$ cat src/design/krg_pkg.sv
package krg_pkg;

    localparam int WORD_W    = 32;
    localparam int DWORD_W   = 2 * WORD_W;
    localparam int SKIP_BITS = 32;
    // skip counts arrive on a 32-bit field, so at most 32 exponent bits matter
    localparam int CNT_W     = (SKIP_BITS < WORD_W) ? SKIP_BITS : WORD_W;
    localparam int COL_W     = $clog2(WORD_W);
    localparam int STEP_W    = $clog2(DWORD_W);
    localparam int ADDR_W    = 4;
    localparam int REG_LSB   = 2;

    localparam logic [WORD_W-1:0]  LCG_MUL = 32'd314527869;
    localparam logic [WORD_W-1:0]  LCG_ADD = 32'd1234567;
    localparam logic [WORD_W-1:0]  MWC_MUL = 32'd4294584393;
    // mwc modulus is MWC_MUL * 2^32 - 1
    localparam logic [DWORD_W-1:0] MWC_MOD = {MWC_MUL - 32'd1, 32'hFFFF_FFFF};

    localparam logic [WORD_W-1:0] SEED_X_RST = 32'd123456789;
    localparam logic [WORD_W-1:0] SEED_Y_RST = 32'd362436000;
    localparam logic [WORD_W-1:0] SEED_Z_RST = 32'd521288629;
    localparam logic [WORD_W-1:0] SEED_C_RST = 32'd7654321;

    typedef enum logic [1:0] {
        REQ_DRAW   = 2'd0,
        REQ_SKIP   = 2'd1,
        REQ_RELOAD = 2'd2
    } req_t;

    typedef enum logic [1:0] {
        KIND_VALUE  = 2'd0,
        KIND_SKIP   = 2'd1,
        KIND_RELOAD = 2'd2
    } kind_t;

    typedef enum logic [1:0] {
        REG_SEED_X = 2'd0,
        REG_SEED_Y = 2'd1,
        REG_SEED_Z = 2'd2,
        REG_SEED_C = 2'd3
    } reg_idx_t;

    typedef struct packed {
        logic [1:0]        req_type;
        logic [WORD_W-1:0] skip_count;
    } krg_in_t;

    typedef struct packed {
        logic [1:0]        result_kind;
        logic [WORD_W-1:0] random_value;
    } krg_out_t;

    typedef struct packed {
        logic [WORD_W-1:0] x;
        logic [WORD_W-1:0] y;
        logic [WORD_W-1:0] z;
        logic [WORD_W-1:0] c;
    } krg_seeds_t;

    typedef struct packed {
        logic  draw;
        logic  reload;
        logic  skip_init;
        logic  skip_prep;
        logic  lcg_jump;
        logic  aa_upd;
        logic  am_upd;
        logic  sq_col;
        logic  base_copy;
        logic  mul_start;
        logic  mul_sq;
        logic  y_load;
        logic  b_load;
        logic  exp_shift;
        logic  mwc_write;
        logic  out_load;
        kind_t out_kind;
    } krg_cmd_t;

    typedef struct packed {
        logic out_free;
        logic count_zero;
        logic n_bit;
        logic k_bit;
        logic n_rest_zero;
        logic k_rest_zero;
        logic loop;
        logic mul_done;
        logic col_last;
    } krg_status_t;

    // column i holds the image of bit i under one xorshift step
    typedef logic [WORD_W-1:0][WORD_W-1:0] xs_mat_t;

    function automatic logic [WORD_W-1:0] xs_step(input logic [WORD_W-1:0] v);
        logic [WORD_W-1:0] t;
        begin
            t = v ^ (v << 5);
            t = t ^ (t >> 7);
            t = t ^ (t << 22);
            return t;
        end
    endfunction

    function automatic logic [WORD_W-1:0] mat_apply(input xs_mat_t m,
                                                    input logic [WORD_W-1:0] v);
        logic [WORD_W-1:0] r;
        begin
            r = '0;
            for (int i = 0; i < WORD_W; i++)
            begin
                if (v[i])
                begin
                    r = r ^ m[i];
                end
            end
            return r;
        end
    endfunction

    function automatic xs_mat_t xs_base();
        xs_mat_t m;
        begin
            for (int i = 0; i < WORD_W; i++)
            begin
                m[i] = xs_step(WORD_W'(1) << i);
            end
            return m;
        end
    endfunction

    localparam xs_mat_t XS_BASE = xs_base();

endpackage

$ cat src/design/krg_regs.sv
module krg_regs (
    input  logic                           clk,
    input  logic                           rst_n,
    input  logic                           psel,
    input  logic                           penable,
    input  logic                           pwrite,
    input  logic [krg_pkg::ADDR_W-1:0]     paddr,
    input  logic [krg_pkg::WORD_W-1:0]     pwdata,
    output logic [krg_pkg::WORD_W-1:0]     prdata,
    output logic                           pready,
    output krg_pkg::krg_seeds_t            seeds
);
    import krg_pkg::*;

    krg_seeds_t seeds_reg;
    krg_seeds_t seeds_next;
    logic [1:0] idx;

    assign idx    = paddr[ADDR_W-1:REG_LSB];
    assign pready = 1'b1;
    assign seeds  = seeds_reg;

    always_comb
    begin
        seeds_next = seeds_reg;
        if (psel && penable && pwrite)
        begin
            unique case (idx)
                REG_SEED_X: seeds_next.x = pwdata;
                REG_SEED_Y: seeds_next.y = pwdata;
                REG_SEED_Z: seeds_next.z = pwdata;
                REG_SEED_C: seeds_next.c = pwdata;
                default:    seeds_next = seeds_reg;
            endcase
        end
    end

    always_comb
    begin
        unique case (idx)
            REG_SEED_X: prdata = seeds_reg.x;
            REG_SEED_Y: prdata = seeds_reg.y;
            REG_SEED_Z: prdata = seeds_reg.z;
            REG_SEED_C: prdata = seeds_reg.c;
            default:    prdata = '0;
        endcase
    end

    always_ff @(posedge clk or negedge rst_n)
    begin
        if (!rst_n)
        begin
            seeds_reg.x <= SEED_X_RST;
            seeds_reg.y <= SEED_Y_RST;
            seeds_reg.z <= SEED_Z_RST;
            seeds_reg.c <= SEED_C_RST;
        end
        else
        begin
            seeds_reg <= seeds_next;
        end
    end

endmodule

$ cat config.mk
export PLATFORM = sky130hd
export DESIGN_NAME = krg_regs
export DESIGN_NICKNAME = d
export VERILOG_FILES = /design/src/design/krg_pkg.sv /design/src/design/krg_regs.sv
export SDC_FILE = /design/constraint.sdc
export NUM_CORES = 1
export LEC_CHECK = 0
export BUFFER_PORTS_ARGS = -buffer_cell sky130_fd_sc_hd__buf_2
export CAP_MARGIN = 20
export CORE_ASPECT_RATIO = 1.1
export CORE_MARGIN = 2
export CORE_UTILIZATION = 50
export DETAILED_ROUTE_END_ITERATION = 6
export PLACE_DENSITY = 0.8
export SLEW_MARGIN = 20
export SYNTH_ARGS = -nofsm -noshare
export SYNTH_HDL_FRONTEND = slang
export SYNTH_SLANG_ARGS = --single-unit
$ cat constraint.sdc
create_clock -name clk -period 1.2 [get_ports clk]
set_input_delay 0.06 -clock clk [delete_from_list [all_inputs] [get_ports clk]]
set_output_delay 0.06 -clock clk [all_outputs]
set_load 0.02 [all_outputs]
Word level (Yosys, flattened, before mapping)

Index checks and enable logic that the tools add are counted.

Register bits: 128
Logic and storage cells: 15

Eq/ne operators: 3
Mux-type cells: 1
Reduce and logical (&&, ||, !) cells: 7

Operators with widths:

| cell                                                                   | number |
|---|---|
| 32-bit case mux with 4 select lines                                    | 1 |
| 2-bit AND reduction                                                    | 4 |
| 2-bit equality test (second input constant)                            | 2 |
| 2-bit by 1-bit equality test with 1-bit output (second input constant) | 1 |
| 1-bit logical AND                                                      | 2 |
| 2-bit logical NOT                                                      | 1 |

Logic depth before layout (Yosys ltp)

Depth after elaboration: 3
Gate-level depth with buffers: 6

Worst setup path before layout

No wires, ideal clock.

Path type: in2reg
Start: in paddr[3] (netlist name)
End: reg seeds_reg (netlist bit seeds[65])
Cell stages on the path: 5
Buffers on the path: 3
Arrival: 1.145 ns
Library setup time: 0.125 ns
Path slack: -0.070 ns
Data required time: 1.075 ns
Cell sequence: buf_4 > or3_1 > buf_2 > buf_6 > mux2_4

Word-level cells in the longest chain between the ends: 2

Ends and longest elaborated chain:

| item                                           | RTL line       | source |
|---|---|---|
| from (decl)                                    | krg_regs.sv:7  | `input logic [krg_pkg::ADDR_W-1:0] paddr,` |
| 2-bit by 1-bit equality test with 1-bit output | krg_regs.sv:28 | `unique case (idx)` |
| 2-bit AND reduction (no line)                  | --             |  |
| to (signal assigned)                           | krg_regs.sv:60 | `seeds_reg <= seeds_next;` |
| to (decl)                                      | krg_regs.sv:15 | `krg_seeds_t seeds_reg;` |

No other way between the ends.
A chain may end at the register's enable or synchronous reset.

Worst setup path after layout

Start: reg seeds_reg (netlist bit seeds[16])
End: out prdata[16] (netlist name)

Word-level cells in the longest chain between the ends: 1

Ends and longest elaborated chain:

| item                                | RTL line       | source |
|---|---|---|
| 32-bit case mux with 4 select lines | krg_regs.sv:40 | `unique case (idx)` |
| to (decl)                           | krg_regs.sv:9  | `output logic [krg_pkg::WORD_W-1:0] prdata,` |

No other way between the ends.

==> results.cfg <==
[status]
status = complete, but fails checks
violations = negative setup slack

[route]
dr.pass1.iters = 4
routed_wirelength_mm = 17.6
ant_nets = 0
met3WireLength_um = 757
remaining_drc_errors = 0
dr_wl_met2_mm = 9.79
wl_per_cell_um = 21.5
highest_layer = met4
routed_via_density = 5.34
m1WireLength_mm = 6.51
vias = 4363
drtIter0Drc = 185

[critical_path]
r2r_slack_ns = 0.05
path_class = reg2out
end_kind = output pin
r2r_start = seeds[3]
critPathLaunchType = flop
worst-endpoint-arrival_ns = 1.46
cp_max_fo = 2
r2r_end = seeds[3]
rr_worst_depth = 3
critPathRequiredTime_ns = 1.14

[place]
dp_hpwl_mm = 9.66
gp_congestion = 0.769
portBuffers = 198
placedCellCount = 669

[global_route]
grt_max_degree = 42
overflow = 0
grt_use_total = 0.264
grt_pass1_wl_mm = 24.4
first_global_vias = 4603
antenna_found_initial = 1

[floorplan]
core.rowCount = 41
dieArea_mm2 = 0.0123
initial_core_util = 0.506
core_area_mm2 = 0.0113
io-pin-count = 202
die_h_um = 116
die_x_um = 106

[timing]
tightest_slew_ns = 0.505
min_period_over_period = 1.27
rsz0062_at_grt = yes
hold_viol = 0
layout_min_cycle_time_ns = 1.52
setup_ws_ns = -0.325
whs_ns = 0.116
maxSlewViolCount = 0
finalSetupViolations = 51
fmax_mhz = 656
slew_headroom = 0.663
fin_skew_ns = 0

[logic_synthesis]
avgSynthCellArea_um2 = 18.0
synth_top_area_frac = 0.301
ys_top_cells_by_count = mux2_2 (90), dfrtp_1 (69), dfstp_2 (59), mux4_2 (32), mux2_4 (30)
yosys_register_bits = 128
ys_async_sr_fraction = 1.00
syn_inst = 319
synthTopCellsByArea = dfrtp_1 (30%), dfstp_2 (27%), mux2_2 (18%)
synth_most_common_cell = mux2_2
synth_area_mm2 = 0.00573
yosys_warnings = 0
synth_cell_types = 18
synth_area_leader_cell = dfrtp_1
synth.net_count = 360
synth_flop_cell = dfrtp_1
seq_area_frac_synth = 0.572
synth_edf_count = 0

[power_and_ir_drop]
p_leak_nw = 4.38
power_density_mw_per_mm2 = 2090
power_w = 0.0192
vdd.ir_drop.worst_v = 0.00118

[clock_network]
cts_buffer_depth = 2
numCtsBuffers = 17
clock_latency_ns = 0.40
clk_pin_slew_ns = 0.06
clock-sinks = 128
cts-htree-levels = 4
cts_root_buf = clkbuf_16
cts_tree = done

[final_layout]
instances_no_fill = 817
largest_register_ffs = 128
drive_above_1_share = 0.827
area_delta_synth_final_pct = 59.9
nets = 694

[min_path]
worstHoldPathType = in2async

[job]
drv_cap = 0
per-layer routing:
metal / vias to the layer above / global-route usage
li1: 1864 / -
met1: 2272 / 0.307
met2: 185 / 0.469
met3: 42 / 0.0541
met4: 0 / 0.133
met5: - / 0
critical path, stage by stage (launching register included):
cell and delay (ns):
dfrtp_1 0.40, mux4_2 0.51, buf_6 0.15
through the flow:
step,area (um^2),util,setup TNS (ns),worst slack [ns]
floorplan,5770,-,-1.13,-0.0508
detailed placement,7080,0.625,-24.24,-0.235
global route,9170,0.809,-11.51,-0.362
global placement,7080,0.625,-23.53,-0.225
CTS,8620,0.760,-9.09,-0.305
finish,9170,0.809,-9.46,-0.325
logic make-up after synthesis:
family,synth area share
buf+inv,0.0244
flops,0.572
mux,0.397
other cells,0.000654
simple gates,0.00655
area by class of cell:
cell class                      instances  area [um^2]
Clock buffer                           22          474
Fill cell                             616         2170
Sequential cell                       128         3280
Timing Repair Buffer                  338         2760
Tap cell                              150          188
Antenna cell                            1         2.50
Clock inverter                         10          134
Inverter                                1         3.75
Multi-Input combinational cell        167         2330
where the power goes:
part | leakage [nW] | internal (W) | switching, W
Combinational | 2.62 | 0.00397 | 0.00348
Clock | 0.296 | 0.00342 | 0.00185
Sequential | 1.46 | 0.00568 | 0.000791
cells in the final DEF (no fill, tap or decap):
cell type      synthesis  final
clkinv_2               0      4
nand3_1                1      1
buf_2                 13    105
nor2_4                 0      1
mux2_2                90     90
conb_1                 1      1
buf_12                 0      8
inv_2                  1      1
clkinv_4               0      1
mux2_4                30     30
bufinv_16              0      3
clkbuf_1               4      2
clkinvlp_4             0      2
dlygate4sd3_1          0     33
clkbuf_16              0     17
buf_6                  3     80
clkbuf_8               0      3
or3_2                  0      1
nor3_4                 0      1
buf_4                  3    112
dfstp_2               59     59
nand4_1                1      1
mux4_2                32     32
diode_2                0      1
mux2_1                 8      8
dfrtp_1               69     69
or2_2                  0      1
worst max path at each step:
stage / startpoint / endpoint / slack (ns)
finish: seeds[16] / prdata[16] / -0.32
global route: seeds[16] / prdata[16] / -0.36
CTS: seeds[55] / prdata[23] / -0.31
detailed placement: pwrite / seeds[65] / -0.23
global placement: paddr[3] / seeds[38] / -0.22
floorplan: paddr[2] / seeds[65] / -0.05
repair_timing:
action | in CTS | in global routing
endpoints found under the setup margin | 34 | 73
gates resized for setup | 72 | 106
endpoints found under the hold margin | 203 | 0
pin swaps | 0 | 0
hold buffers | 33 | 0
buffers inserted | 50 | 33
Power figures use the tool's default switching activity.
