===== src/design/krg_pkg.sv =====
package krg_pkg;

    localparam int WORD_W    = 32;
    localparam int DWORD_W   = 2 * WORD_W;
    localparam int SKIP_BITS = 32;
    // skip counts arrive on a 32-bit field, so at most 32 exponent bits matter
    localparam int CNT_W     = (SKIP_BITS < WORD_W) ? SKIP_BITS : WORD_W;
    localparam int COL_W     = $clog2(WORD_W);
    localparam int STEP_W    = $clog2(DWORD_W);
    localparam int ADDR_W    = 4;
    localparam int REG_LSB   = 2;

    localparam logic [WORD_W-1:0]  LCG_MUL = 32'd314527869;
    localparam logic [WORD_W-1:0]  LCG_ADD = 32'd1234567;
    localparam logic [WORD_W-1:0]  MWC_MUL = 32'd4294584393;
    // mwc modulus is MWC_MUL * 2^32 - 1
    localparam logic [DWORD_W-1:0] MWC_MOD = {MWC_MUL - 32'd1, 32'hFFFF_FFFF};

    localparam logic [WORD_W-1:0] SEED_X_RST = 32'd123456789;
    localparam logic [WORD_W-1:0] SEED_Y_RST = 32'd362436000;
    localparam logic [WORD_W-1:0] SEED_Z_RST = 32'd521288629;
    localparam logic [WORD_W-1:0] SEED_C_RST = 32'd7654321;

    typedef enum logic [1:0] {
        REQ_DRAW   = 2'd0,
        REQ_SKIP   = 2'd1,
        REQ_RELOAD = 2'd2
    } req_t;

    typedef enum logic [1:0] {
        KIND_VALUE  = 2'd0,
        KIND_SKIP   = 2'd1,
        KIND_RELOAD = 2'd2
    } kind_t;

    typedef enum logic [1:0] {
        REG_SEED_X = 2'd0,
        REG_SEED_Y = 2'd1,
        REG_SEED_Z = 2'd2,
        REG_SEED_C = 2'd3
    } reg_idx_t;

    typedef struct packed {
        logic [1:0]        req_type;
        logic [WORD_W-1:0] skip_count;
    } krg_in_t;

    typedef struct packed {
        logic [1:0]        result_kind;
        logic [WORD_W-1:0] random_value;
    } krg_out_t;

    typedef struct packed {
        logic [WORD_W-1:0] x;
        logic [WORD_W-1:0] y;
        logic [WORD_W-1:0] z;
        logic [WORD_W-1:0] c;
    } krg_seeds_t;

    typedef struct packed {
        logic  draw;
        logic  reload;
        logic  skip_init;
        logic  skip_prep;
        logic  lcg_jump;
        logic  aa_upd;
        logic  am_upd;
        logic  sq_col;
        logic  base_copy;
        logic  mul_start;
        logic  mul_sq;
        logic  y_load;
        logic  b_load;
        logic  exp_shift;
        logic  mwc_write;
        logic  out_load;
        kind_t out_kind;
    } krg_cmd_t;

    typedef struct packed {
        logic out_free;
        logic count_zero;
        logic n_bit;
        logic k_bit;
        logic n_rest_zero;
        logic k_rest_zero;
        logic loop;
        logic mul_done;
        logic col_last;
    } krg_status_t;

    // column i holds the image of bit i under one xorshift step
    typedef logic [WORD_W-1:0][WORD_W-1:0] xs_mat_t;

    function automatic logic [WORD_W-1:0] xs_step(input logic [WORD_W-1:0] v);
        logic [WORD_W-1:0] t;
        begin
            t = v ^ (v << 5);
            t = t ^ (t >> 7);
            t = t ^ (t << 22);
            return t;
        end
    endfunction

    function automatic logic [WORD_W-1:0] mat_apply(input xs_mat_t m,
                                                    input logic [WORD_W-1:0] v);
        logic [WORD_W-1:0] r;
        begin
            r = '0;
            for (int i = 0; i < WORD_W; i++)
            begin
                if (v[i])
                begin
                    r = r ^ m[i];
                end
            end
            return r;
        end
    endfunction

    function automatic xs_mat_t xs_base();
        xs_mat_t m;
        begin
            for (int i = 0; i < WORD_W; i++)
            begin
                m[i] = xs_step(WORD_W'(1) << i);
            end
            return m;
        end
    endfunction

    localparam xs_mat_t XS_BASE = xs_base();

endpackage


===== src/design/krg_ctrl.sv =====
module krg_ctrl (
    input  logic                  clk,
    input  logic                  rst_n,
    input  logic                  in_valid,
    input  logic [1:0]            req_type,
    input  krg_pkg::krg_status_t  status,
    output logic                  in_ready,
    output krg_pkg::krg_cmd_t     cmd
);
    import krg_pkg::*;

    typedef enum logic [13:0] {
        ST_IDLE     = 14'd1,
        ST_DRAW_SUM = 14'd2,
        ST_SK_PREP  = 14'd4,
        ST_SK_LCG   = 14'd8,
        ST_SK_AA    = 14'd16,
        ST_SK_AM    = 14'd32,
        ST_SK_SQ    = 14'd64,
        ST_SK_COPY  = 14'd128,
        ST_SK_MWC   = 14'd256,
        ST_SK_MY    = 14'd512,
        ST_SK_MB    = 14'd1024,
        ST_SK_MBW   = 14'd2048,
        ST_SK_NEXT  = 14'd4096,
        ST_SK_DONE  = 14'd8192
    } state_t;

    state_t state_reg, state_next;
    logic   accept;

    assign in_ready = (state_reg == ST_IDLE) && status.out_free;
    assign accept   = in_valid && in_ready;

    always_comb
    begin
        state_next = state_reg;
        cmd        = '0;
        unique case (state_reg)
            ST_IDLE:
            begin
                if (accept)
                begin
                    unique case (req_type)
                        REQ_DRAW:
                        begin
                            cmd.draw   = 1'b1;
                            state_next = ST_DRAW_SUM;
                        end
                        REQ_SKIP:
                        begin
                            if (status.count_zero)
                            begin
                                cmd.out_load = 1'b1;
                                cmd.out_kind = KIND_SKIP;
                            end
                            else
                            begin
                                cmd.skip_init = 1'b1;
                                state_next    = ST_SK_PREP;
                            end
                        end
                        REQ_RELOAD:
                        begin
                            cmd.reload   = 1'b1;
                            cmd.out_load = 1'b1;
                            cmd.out_kind = KIND_RELOAD;
                        end
                        default:
                        begin
                            // unused request code: dropped without a result
                            state_next = ST_IDLE;
                        end
                    endcase
                end
            end
            ST_DRAW_SUM:
            begin
                cmd.out_load = 1'b1;
                cmd.out_kind = KIND_VALUE;
                state_next   = ST_IDLE;
            end
            ST_SK_PREP:
            begin
                cmd.skip_prep = 1'b1;
                state_next    = ST_SK_LCG;
            end
            ST_SK_LCG:
            begin
                cmd.lcg_jump = status.n_bit;
                // after the top count bit the squared terms are not needed
                state_next   = status.n_rest_zero ? ST_SK_MWC : ST_SK_AA;
            end
            ST_SK_AA:
            begin
                cmd.aa_upd = 1'b1;
                state_next = ST_SK_AM;
            end
            ST_SK_AM:
            begin
                cmd.am_upd = 1'b1;
                state_next = ST_SK_SQ;
            end
            ST_SK_SQ:
            begin
                cmd.sq_col = 1'b1;
                if (status.col_last)
                begin
                    state_next = ST_SK_COPY;
                end
            end
            ST_SK_COPY:
            begin
                cmd.base_copy = 1'b1;
                state_next    = ST_SK_MWC;
            end
            ST_SK_MWC:
            begin
                if (status.loop && status.k_bit)
                begin
                    cmd.mul_start = 1'b1;
                    state_next    = ST_SK_MY;
                end
                else
                begin
                    state_next = ST_SK_MB;
                end
            end
            ST_SK_MY:
            begin
                if (status.mul_done)
                begin
                    cmd.y_load = 1'b1;
                    state_next = ST_SK_MB;
                end
            end
            ST_SK_MB:
            begin
                if (status.loop && !status.k_rest_zero)
                begin
                    cmd.mul_start = 1'b1;
                    cmd.mul_sq    = 1'b1;
                    state_next    = ST_SK_MBW;
                end
                else
                begin
                    state_next = ST_SK_NEXT;
                end
            end
            ST_SK_MBW:
            begin
                cmd.mul_sq = 1'b1;
                if (status.mul_done)
                begin
                    cmd.b_load = 1'b1;
                    state_next = ST_SK_NEXT;
                end
            end
            ST_SK_NEXT:
            begin
                cmd.exp_shift = 1'b1;
                state_next    = status.n_rest_zero ? ST_SK_DONE : ST_SK_LCG;
            end
            ST_SK_DONE:
            begin
                cmd.mwc_write = 1'b1;
                cmd.out_load  = 1'b1;
                cmd.out_kind  = KIND_SKIP;
                state_next    = ST_IDLE;
            end
            default:
            begin
                state_next = ST_IDLE;
            end
        endcase
    end

    always_ff @(posedge clk or negedge rst_n)
    begin
        if (!rst_n)
        begin
            state_reg <= ST_IDLE;
        end
        else
        begin
            state_reg <= state_next;
        end
    end

endmodule

===== config.mk =====
export PLATFORM = sky130hd
export DESIGN_NAME = krg_ctrl
export DESIGN_NICKNAME = d
export VERILOG_FILES = /design/src/design/krg_pkg.sv /design/src/design/krg_ctrl.sv
export SDC_FILE = /design/constraint.sdc
export NUM_CORES = 1
export LEC_CHECK = 0
export BUFFER_PORTS_ARGS = -buffer_cell sky130_fd_sc_hd__buf_4
export CAP_MARGIN = 15
export CORE_ASPECT_RATIO = 0.75
export CORE_MARGIN = 5
export CORE_UTILIZATION = 30
export DETAILED_ROUTE_END_ITERATION = 6
export PLACE_DENSITY = 0.6
export REMOVE_ABC_BUFFERS = 1
export SYNTH_ARGS = -nofsm -noshare
export SYNTH_HDL_FRONTEND = slang
export SYNTH_SLANG_ARGS = --single-unit

===== constraint.sdc =====
create_clock -name clk -period 5.7 [get_ports clk]
set_input_delay 1.14 -clock clk [delete_from_list [all_inputs] [get_ports clk]]
set_output_delay 1.14 -clock clk [all_outputs]
set_load 0.02 [all_outputs]

# After elaboration in Yosys (flattened, before gate mapping)
# Index checks and enable logic that the tools add are counted.
dict set report word_totals {
  ff_bits 14
  word_cells 66
}
dict set report op_classes {
  n_eq_ne 22
  n_mux 36
  n_reduce_logical 7
}
# cell n
set op_table {}
lappend op_table {{$pmux 14 s12} 1}
lappend op_table {{$mux 14} 6}
lappend op_table {{$pmux 14 s3} 1}
lappend op_table {{$mux 1} 16}
lappend op_table {{$eq 14x1->1 const B} 1}
lappend op_table {{$eq 14x10->1 const B} 1}
lappend op_table {{$eq 14x11->1 const B} 1}
lappend op_table {{$eq 14x12->1 const B} 1}
lappend op_table {{$eq 14x13->1 const B} 1}
lappend op_table {{$eq 14x14->1 const B} 1}
lappend op_table {{$eq 14x2->1 const B} 1}
lappend op_table {{$eq 14x3->1 const B} 1}
lappend op_table {{$eq 14x4->1 const B} 1}
lappend op_table {{$eq 14x5->1 const B} 1}
lappend op_table {{$eq 14x6->1 const B} 1}
lappend op_table {{$eq 14x7->1 const B} 1}
lappend op_table {{$eq 14x8->1 const B} 1}
lappend op_table {{$eq 14x9->1 const B} 1}
lappend op_table {{$mux 13} 1}
lappend op_table {{$mux 3} 4}
lappend op_table {{$mux 11} 1}
lappend op_table {{$ne 2x2->1 const B} 5}
lappend op_table {{$mux 9} 1}
lappend op_table {{$pmux 3 s3} 1}
lappend op_table {{10 further kinds} 14}

# Depth between registers and ports, before layout
# Gate-level depths: netlist (run 1).
dict set report depth {
  depth_word 5
  ltp_mapped 6
  mapped_depth_nobuf 6
}

# Worst setup path before layout (run 1)
# No wires, ideal clock.
dict set report synth_timing {
  path_type {input-to-output}
  startpoint {input port req_type[0]}
  endpoint {output port cmd[2] in the netlist's numbering}
  arrival_time_ns 1.975
  required_time_ns 4.560
  path_slack_ns 2.585
  cell_stages 4
  path_cell_list {inv_1 ha_1 nor2b_1 a221o_1}
}
# item line
set synth_rtl {}
lappend synth_rtl {{start: declaration} krg_ctrl.sv:5} ;# input logic [1:0] req_type,
lappend synth_rtl {{end: declaration} krg_ctrl.sv:8} ;# output krg_pkg::krg_cmd_t cmd

==> impl_metrics.py, run 1 <==
metrics = {
    "clocking": {
        "htreeDepth": 1,
        "insertion_delay_ns": 0.25,
        "clockRootBuffer": "clkbuf_8",
        "cts_hold_buf": 0,
        "cts_buffers": 3,
        "cts_buffer_depth": 2,
        "cts.clk_slew.worst_paths_ns": 0.06,
        "post_cts_buffers": 0,
        "clock-sinks": 14,
        "cts_tree": "yes",
        "cts_resized": 0,
    },
    "setup_path": {
        "crit_required_ns": 4.56,
        "endpoint_kind": "output pin",
        "crit_buf_inv": 1,
        "startpoint_type": "flip-flop",
        "max_stage_delay_ns": 0.60,
        "path_cells": "or4_1 -> nor3_2 -> and3_1 -> and2_1 -> buf_4",
        "critical_path.top_delay_family": "simple AND/OR/NAND/NOR gates",
        "critPathMaxFanout": 7,
        "worstSetupPathType": "flip-flop to output pin",
        "arrival_ns": 2.20,
        "slowest_stage": "or4_1",
    },
    "cells_and_area": {
        "fillCellCount": 382,
        "drive_above_1_share_pct": 29.6,
        "fin_area_mm2": 0.00150,
        "largest_register_ff_count": 14,
        "diodes": 0,
        "area.growth.synth_to_final_pct": 26.7,
        "final_cell_count_no_fill": 221,
        "utilization_pct": 40.1,
        "final_nets": 188,
        "regArea_um2": 352,
        "multi_input_area_um2": 762,
    },
    "routing": {
        "first_pass_iters": 4,
        "drc": 0,
        "dr_total_vias": 1176,
        "drt-vias-per-instance": 5.32,
        "routed_wl_um": 3180,
        "drt-initial-drc-count": 85,
        "antenna_left": 0,
        "wire_per_inst_um": 14.4,
    },
    "timing": {
        "drv_slew": 0,
        "relSlewSlack_pct": 61.4,
        "fmax_mhz": 300,
        "hold_viol": 0,
        "skew_ns": 0.00359,
        "min_period_over_period_pct": 58.6,
        "finalSetupViolations": 0,
        "tns_ns": 0,
        "rsz0062_at_grt": "no",
        "finalCriticalPeriod_ns": 3.34,
        "worstMarginPinSlew_ns": 0.574,
    },
    "synth": {
        "ys.flop_type": "dfrtp_1",
        "synth_cell_types": 47,
        "ys_seq_area_share_pct": 29.8,
        "netlist_instances": 138,
        "ys_warn_count": 0,
        "synthArstFlopShare_pct": 100,
        "ys_ff_latch": 14,
        "synth_area_mm2": 0.00118,
        "avgSynthCellArea_um2": 8.56,
        "synth_edf_count": 0,
    },
    "placement": {
        "place_inst": 217,
        "placed_area_mm2": 0.00144,
        "dp_hpwl_um": 2570,
        "place_congestion": 0.888,
        "io_buffers": 32,
    },
    "grt": {
        "grt_pass1_vias": 1202,
        "grtUsageMet3_pct": 4.49,
        "antenna_found_initial": 0,
        "met1_usage_pct": 17.5,
        "grt_use_total_pct": 13.1,
        "grt.overflow.total": 0,
        "busiest_layer": "met2",
        "use_met2_pct": 20.8,
        "grt_pass1_wl_um": 5510,
        "grt_max_degree": 15,
    },
    "run": {
        "maxCapViolCount": 0,
    },
    "floorplanning": {
        "core_region_area_mm2": 0.00373,
        "io_pins": 33,
        "dieArea_mm2": 0.00531,
        "start_util_pct": 31.6,
        "fp.dieW_um": 82.5,
        "die_y_um": 64.3,
        "row_count": 19,
    },
    "power_and_ir_drop": {
        "p_leak_nw": 0.711,
        "power_mw": 0.296,
        "cellPowerDensity_mw_per_mm2": 198,
        "vdd_drop_max_uv": 104,
    },
    "min_path": {
        "hp-class": "flip-flop to flip-flop",
    },
    "outcome": {
        "outcome": "finished, final reports clean",
    },
}
## logic make-up after synthesis
kind of cell | synth area share (%)
buffers and inverters | 5.72
xor gates and xnor gates | 2.97
AOI/OAI and AO/OA | 11.8
adders and majority gates | 4.24
and+or+nand+nor | 45.6
DFF | 29.8
## cell type report
class | count | area share [%]
Clock buffer | 4 | 3.68
Inverter | 6 | 1.51
Multi-Input combinational cell | 113 | 50.9
Sequential cell | 14 | 23.5
Tap cell | 52 | 4.35
Timing Repair Buffer | 32 | 16.1
## worst register-to-register path: cells and delay by family (launching register included)
| family | cells | cell delay, ns |
|---|---|---|
| compound gates | 1 | 0.15 |
| flops | 1 | 0.46 |
| simple gates | 3 | 1.22 |
## stage by stage
stage	setup WS, ns	hold slack (ns)
2_1_floorplan	2.59	0.593
3_3_place_gp	2.41	0.648
3_5_place_dp	2.37	0.665
4_1_cts	2.36	0.668
5_1_grt	2.15	0.725
6_report	2.36	0.668
## routing by layer
layer | up-vias | share of wire [%]
met1 | 553 | 45
met3 | 2 | 6.9
met5 | - | 0
met2 | 40 | 48
li1 | 581 | -
met4 | 0 | 0.54
## Yosys cell counts (all sizes together) (3+ instances only)
| master | count | area [um2] |
|---|---|---|
| a21oi | 7 | 35.0 |
| nor4 | 10 | 81.3 |
| dfrtp | 13 | 325 |
| ha | 4 | 50.1 |
| inv | 6 | 22.5 |
| nor2 | 11 | 41.3 |
| xor2 | 3 | 26.3 |
| and2 | 6 | 37.5 |
| nand2b | 5 | 31.3 |
| buf | 3 | 26.3 |
| nor2b | 4 | 25.0 |
| or4 | 4 | 41.3 |
| nor4b | 3 | 26.3 |
| o21ai | 4 | 20.0 |
| nand3 | 6 | 30.0 |
| nor3 | 10 | 55.1 |
| nand2 | 9 | 33.8 |
| and3 | 5 | 32.5 |
## power by group
part	total (mW)	switching, mW	leakage [nW]	internal, mW
clock network	0.0968	0.0356	0.0288	0.0612
registers	0.112	0.00696	0.192	0.105
logic	0.0878	0.0515	0.490	0.0363
## worst paths after layout
check                              startpoint            to  slack (ns)  cells after the start
worst max-delay path            state_reg[11]       cmd[13]        2.36                      5
worst min-delay path             state_reg[5]  state_reg[5]        0.67                      1
worst max register to register  state_reg[11]  state_reg[8]        3.81                      4
worst min register to register   state_reg[5]  state_reg[5]        0.67                      1
max in group asynchronous               rst_n  state_reg[0]        4.72                      1
min in group asynchronous               rst_n  state_reg[7]        0.73                      1
## layout by cell type, fill, tap and decap left out, types with 2 or more instances in the layout
cell type   n
nor3_1      9
nor3b_2     2
and2_1      6
and3_1      4
nor2b_1     4
nor4bb_1    2
nor2_1     11
nor4_2      3
nand2_1     9
nor4_1      7
nor4b_1     3
xor2_1      3
nand2b_1    5
nand3_1     6
buf_4      32
o21ai_0     3
or4_4       3
inv_1       6
a21oi_1     7
ha_1        4
dfrtp_1    13
clkbuf_8    4
Note: power is estimated with default switching activity, not from simulation.
==> run 2: changes to the inputs <==
--- a/config.mk
+++ b/config.mk
@@ -11,7 +11,7 @@
 export CORE_MARGIN = 5
 export CORE_UTILIZATION = 30
 export DETAILED_ROUTE_END_ITERATION = 6
-export PLACE_DENSITY = 0.6
+export PLACE_DENSITY = 0.62
 export REMOVE_ABC_BUFFERS = 1
 export SYNTH_ARGS = -nofsm -noshare
 export SYNTH_HDL_FRONTEND = slang
==> constraint.sdc (replaced) <==
create_clock -name clk -period 2.72 [get_ports clk]
set_input_delay 0.544 -clock clk [delete_from_list [all_inputs] [get_ports clk]]
set_output_delay 0.544 -clock clk [all_outputs]
set_load 0.02 [all_outputs]
==> impl_metrics.py, run 2 (synthesized netlist as in run 1, its figures left out) <==
metrics = {
    "floorplanning": {
        "die_y_um": 64.3,
        "row_count": 19,
        "core_region_area_mm2": 0.00373,
        "dieArea_mm2": 0.00531,
        "fp.dieW_um": 82.5,
        "start_util_pct": 31.6,
        "io_pins": 33,
    },
    "run": {
        "maxCapViolCount": 0,
    },
    "timing": {
        "fmax_mhz": 382,
        "min_period_over_period_pct": 96.3,
        "worstMarginPinSlew_ns": 0.395,
        "hold_viol": 0,
        "relSlewSlack_pct": 73.3,
        "worst_hold_slack_ns": 0.128,
        "rsz0062_at_grt": "no",
        "finalSetupViolations": 0,
        "skew_ns": 0.00782,
        "fin_ws_ns": 0.100,
        "drv_slew": 0,
        "finalCriticalPeriod_ns": 2.62,
        "tns_ns": 0,
    },
    "setup_path": {
        "crit_buf_inv": 1,
        "critPathMaxFanout": 7,
        "max_stage_delay_ns": 0.59,
        "crit_required_ns": 2.18,
        "endpoint_kind": "output pin",
        "critical_path.top_delay_family": "simple AND/OR/NAND/NOR gates",
        "arrival_ns": 2.08,
        "timing.rr.end": "state_reg[0]",
        "startpoint": "state_reg[11]",
        "r2r_setup_slack_ns": 0.90,
        "reg2reg_depth": 4,
        "reg2reg_from": "state_reg[3]",
        "worstSetupPathType": "flip-flop to output pin",
        "slowest_stage": "or4_4",
        "path_cells": "or4_4 -> nor3_4 -> and3_1 -> and2_1 -> buf_4",
        "startpoint_type": "flip-flop",
    },
    "power_and_ir_drop": {
        "cellPowerDensity_mw_per_mm2": 397,
        "p_leak_nw": 0.728,
        "vdd_drop_max_uv": 164,
        "power_mw": 0.616,
    },
    "clocking": {
        "insertion_delay_ns": 0.25,
        "cts_buffer_depth": 2,
        "clock-sinks": 14,
        "cts_tree": "yes",
        "clockRootBuffer": "clkbuf_8",
        "cts_hold_buf": 0,
        "cts_buffers": 3,
        "htreeDepth": 1,
        "cts.clk_slew.worst_paths_ns": 0.06,
    },
    "routing": {
        "drt-initial-drc-count": 56,
        "routed_wl_um": 3270,
        "dr_total_vias": 1219,
        "antenna_left": 0,
        "drt-vias-per-instance": 5.44,
        "first_pass_iters": 4,
        "drc": 0,
        "wire_per_inst_um": 14.6,
    },
    "placement": {
        "io_buffers": 32,
        "placed_area_mm2": 0.00146,
        "place_inst": 219,
        "dp_slack_ns": 0.265,
        "dp_hpwl_um": 2590,
        "place_congestion": 0.881,
    },
    "grt": {
        "grt.overflow.total": 0,
        "grt_use_total_pct": 13.0,
        "antenna_found_initial": 0,
        "grt_pass1_vias": 1153,
        "grt_pass1_wl_um": 5370,
        "grt_max_degree": 15,
    },
    "cells_and_area": {
        "final_cell_count_no_fill": 224,
        "most-common-layout-cells": "buf_4 (35), dfrtp_1 (11), nor2_1 (10)",
        "final_nets": 191,
        "utilization_pct": 41.6,
        "fillCellCount": 381,
        "area.growth.synth_to_final_pct": 31.5,
        "fin_area_mm2": 0.00155,
        "largest_register_ff_count": 14,
        "drive_above_1_share_pct": 33.7,
        "final_common_cell": "buf_4",
        "diodes": 0,
    },
    "min_path": {
        "hp-class": "primary input to async pin",
    },
    "outcome": {
        "outcome": "finished, final reports clean",
    },
}
[run 2: changes by cell type in the layout (fill, tap and decap cells not counted), moves of 2 or more]
cell	delta
dfrtp_1	-2
nor4_2	-2
dfrtp_2	+2
nor4_4	+2
buf_4	+3
[run 2: routing by layer]
metal | up-vias | track usage (%) | routed length [um]
met3 | 6 | 4.63 | 295
met1 | 588 | 17.9 | 1520
li1 | 581 | - | -
met4 | 0 | 4.15 | 46
met2 | 44 | 18.9 | 1400
met5 | - | 0 | 0
[run 2: final cells by class]
cell class / count / area (um2) / area share (%)
timing repair buffer: 35 / 263 / 16.9
clock buffer: 4 / 45.0 / 2.90
tap: 52 / 65.1 / 4.19
sequential: 14 / 354 / 22.8
multi-input combinational: 113 / 803 / 51.7
inverter: 6 / 22.5 / 1.45
[run 2: worst max-delay path by stage]
| stage | endpoint | slack [ns] | depth (start not counted) |
|---|---|---|---|
| final | cmd[13] | 0.10 | 5 |
| after global routing | cmd[5] | 0.003 | 5 |
| after CTS | cmd[5] | 0.03 | 5 |
| after detailed placement | cmd[0] | 0.27 | 5 |
| after global placement | cmd[0] | 0.31 | 5 |
| after floorplan | cmd[6] | 0.24 | 4 |
[run 2: power by group]
group          internal, mW  switching, mW  total (mW)
Clock                 0.104         0.0763       0.180
Sequential            0.219         0.0157       0.235
Combinational        0.0885          0.113       0.201
Total                 0.412          0.204       0.616
[run 2: worst register-to-register path: cells and delay by family (launching register included)]
family | cells | cell delay (ns)
AOI/OAI and AO/OA | 2 | 0.28
DFF | 1 | 0.49
and+or+nand+nor | 2 | 0.97
[run 2: repair_timing]
action                                  4_1_cts  5_1_grt
setup buffers                                 0        1
gates resized for setup                       1        8
pin swaps                                     0        1
endpoints found under the setup margin        1        6
gates cloned                                  0        0
==> run 3: changes to the inputs <==
--- a/config.mk
+++ b/config.mk
@@ -11,7 +11,7 @@
 export CORE_MARGIN = 5
 export CORE_UTILIZATION = 30
 export DETAILED_ROUTE_END_ITERATION = 6
-export PLACE_DENSITY = 0.62
+export PLACE_DENSITY = 0.49
 export REMOVE_ABC_BUFFERS = 1
 export SYNTH_ARGS = -nofsm -noshare
 export SYNTH_HDL_FRONTEND = slang
==> impl_metrics.py, run 3 (synthesized netlist as in run 1, its figures left out) <==
metrics = {
    "cells_and_area": {
        "utilization_pct": 41.6,
        "diodes": 0,
        "final_common_cell": "buf_4",
        "final_cell_count_no_fill": 227,
        "fillCellCount": 397,
        "area.growth.synth_to_final_pct": 31.6,
        "largest_register_ff_count": 14,
        "most-common-layout-cells": "buf_4 (38), dfrtp_1 (12), nor2_1 (10)",
        "final_nets": 194,
        "fin_area_mm2": 0.00155,
        "drive_above_1_share_pct": 33.1,
    },
    "floorplanning": {
        "fp.dieW_um": 82.5,
        "die_y_um": 64.3,
        "start_util_pct": 31.6,
        "core_region_area_mm2": 0.00373,
        "io_pins": 33,
        "dieArea_mm2": 0.00531,
        "row_count": 19,
    },
    "power_and_ir_drop": {
        "vdd_drop_max_uv": 205,
        "clockPowerShare_pct": 29.1,
        "p_sw_mw": 0.208,
        "cellPowerDensity_mw_per_mm2": 402,
        "p_leak_nw": 0.736,
        "cellInternalPower_mw": 0.417,
        "p_seq_share_pct": 37.9,
        "p_sw_share_pct": 33.3,
        "power_frac_comb_pct": 33.1,
    },
    "setup_path": {
        "path_cells": "or4_4 -> nor2_2 -> nand3_1 -> nor3_1 -> buf_4",
        "critical_path.top_delay_family": "simple AND/OR/NAND/NOR gates",
        "crit_buf_inv": 1,
        "max_stage_delay_ns": 0.60,
        "worstSetupPathType": "flip-flop to output pin",
        "arrival_ns": 2.06,
        "critPathMaxFanout": 10,
        "slowest_stage": "or4_4",
        "startpoint_type": "flip-flop",
        "crit_required_ns": 2.18,
        "endpoint_kind": "output pin",
    },
    "routing": {
        "antenna_left": 0,
        "drc": 0,
        "routed_wl_um": 3340,
        "drt-vias-per-instance": 5.35,
        "first_pass_iters": 4,
        "drt-initial-drc-count": 104,
        "wire_per_inst_um": 14.7,
        "dr_total_vias": 1215,
    },
    "placement": {
        "place_congestion": 0.839,
        "dp_hpwl_um": 2650,
        "place_inst": 223,
        "io_buffers": 32,
        "placed_area_mm2": 0.00149,
    },
    "outcome": {
        "outcome": "finished, final reports clean",
    },
    "timing": {
        "fmax_mhz": 383,
        "drv_slew": 0,
        "finalSetupViolations": 0,
        "min_period_over_period_pct": 95.9,
        "skew_ns": 0.00485,
        "tns_ns": 0,
        "worstMarginPinSlew_ns": 0.447,
        "finalCriticalPeriod_ns": 2.61,
        "rsz0062_at_grt": "no",
        "hold_viol": 0,
        "relSlewSlack_pct": 69.8,
    },
    "clocking": {
        "cts.clk_slew.worst_paths_ns": 0.06,
        "cts_buffers": 3,
        "insertion_delay_ns": 0.25,
        "htreeDepth": 1,
        "clockRootBuffer": "clkbuf_8",
        "cts_hold_buf": 0,
        "clock-sinks": 14,
        "cts_tree": "yes",
        "cts_buffer_depth": 2,
    },
    "min_path": {
        "hp-class": "primary input to async pin",
    },
    "grt": {
        "grt_pass1_vias": 1123,
        "antenna_found_initial": 0,
        "grt.overflow.total": 0,
        "grt_max_degree": 15,
        "grt_use_total_pct": 13.2,
        "grt_pass1_wl_um": 5370,
    },
    "run": {
        "maxCapViolCount": 0,
    },
}
-- run 3: cell count changes in the layout (fill, tap and decap cells not counted) --
cell / delta
nor3_1: +1
dfrtp_2: -1
nor4_4: -1
buf_4: +3
nor4b_1: +1
nor3_2: -1
nor4b_2: -1
nor4_2: +1
dfrtp_1: +1
-- run 3: final cells by class --
cell class	count	area [um2]	area share, %
Tap cell	52	65.1	4.19
Sequential cell	14	353	22.7
Clock buffer	4	45.0	2.90
Timing Repair Buffer	38	285	18.4
Multi-Input combinational cell	113	783	50.4
Inverter	6	22.5	1.45
-- run 3: worst reg2reg max path: stages, from the launching register on --
cell	delay (ns)
dfrtp_1	0.49
or4_4	0.60
nor4_1	0.28
o21ai_1	0.15
and3_1	0.19
-- run 3: power groups by stage --
| stage | registers (mW) | logic (mW) | clock network (mW) |
|---|---|---|---|
| global route | 0.239 | 0.227 | 0.196 |
| global placement | 0.238 | 0.202 | 0 |
| finish | 0.237 | 0.207 | 0.182 |
| detailed placement | 0.237 | 0.201 | 0 |
| floorplan | 0.233 | 0.124 | 0 |
| CTS | 0.234 | 0.202 | 0.182 |
-- run 3: what timing repair did --
action / CTS / global route
endpoints found under the setup margin: 0 / 6
hold endpoints to repair: 0 / 0
resized for setup: 0 / 5
buffers inserted: 0 / 0
-- run 3: metrics by stage --
step                      worst slack [ns]  hold WS [ns]  power (mW)
after detailed placement             0.314         0.409       0.438
after floorplan                      0.235         0.248       0.357
after global placement               0.267         0.407       0.440
final                                0.111         0.131       0.625
after CTS                           0.0302         0.140       0.619
after global routing              0.000897         0.145       0.662
-- run 3: per-layer routing --
metal	vias up	track usage, %	share of wire, %
met3	4	4.07	7.4
li1	587	-	-
met2	50	18.6	44
met4	0	3.11	0.81
met1	574	19.4	48
met5	-	0	0
-- run 3: final timing paths --
check                             startpoint       endpoint  slack, ns  depth (start not counted)
max in group asynchronous              rst_n   state_reg[0]       2.34                          1
worst min register to register  state_reg[5]   state_reg[5]       0.67                          1
worst max-delay path            state_reg[5]         cmd[5]       0.11                          5
min in group clk                   status[0]   state_reg[7]       0.53                          2
worst min-delay path                   rst_n   state_reg[4]       0.13                          1
worst max register to register  state_reg[5]  state_reg[12]       0.89                          4
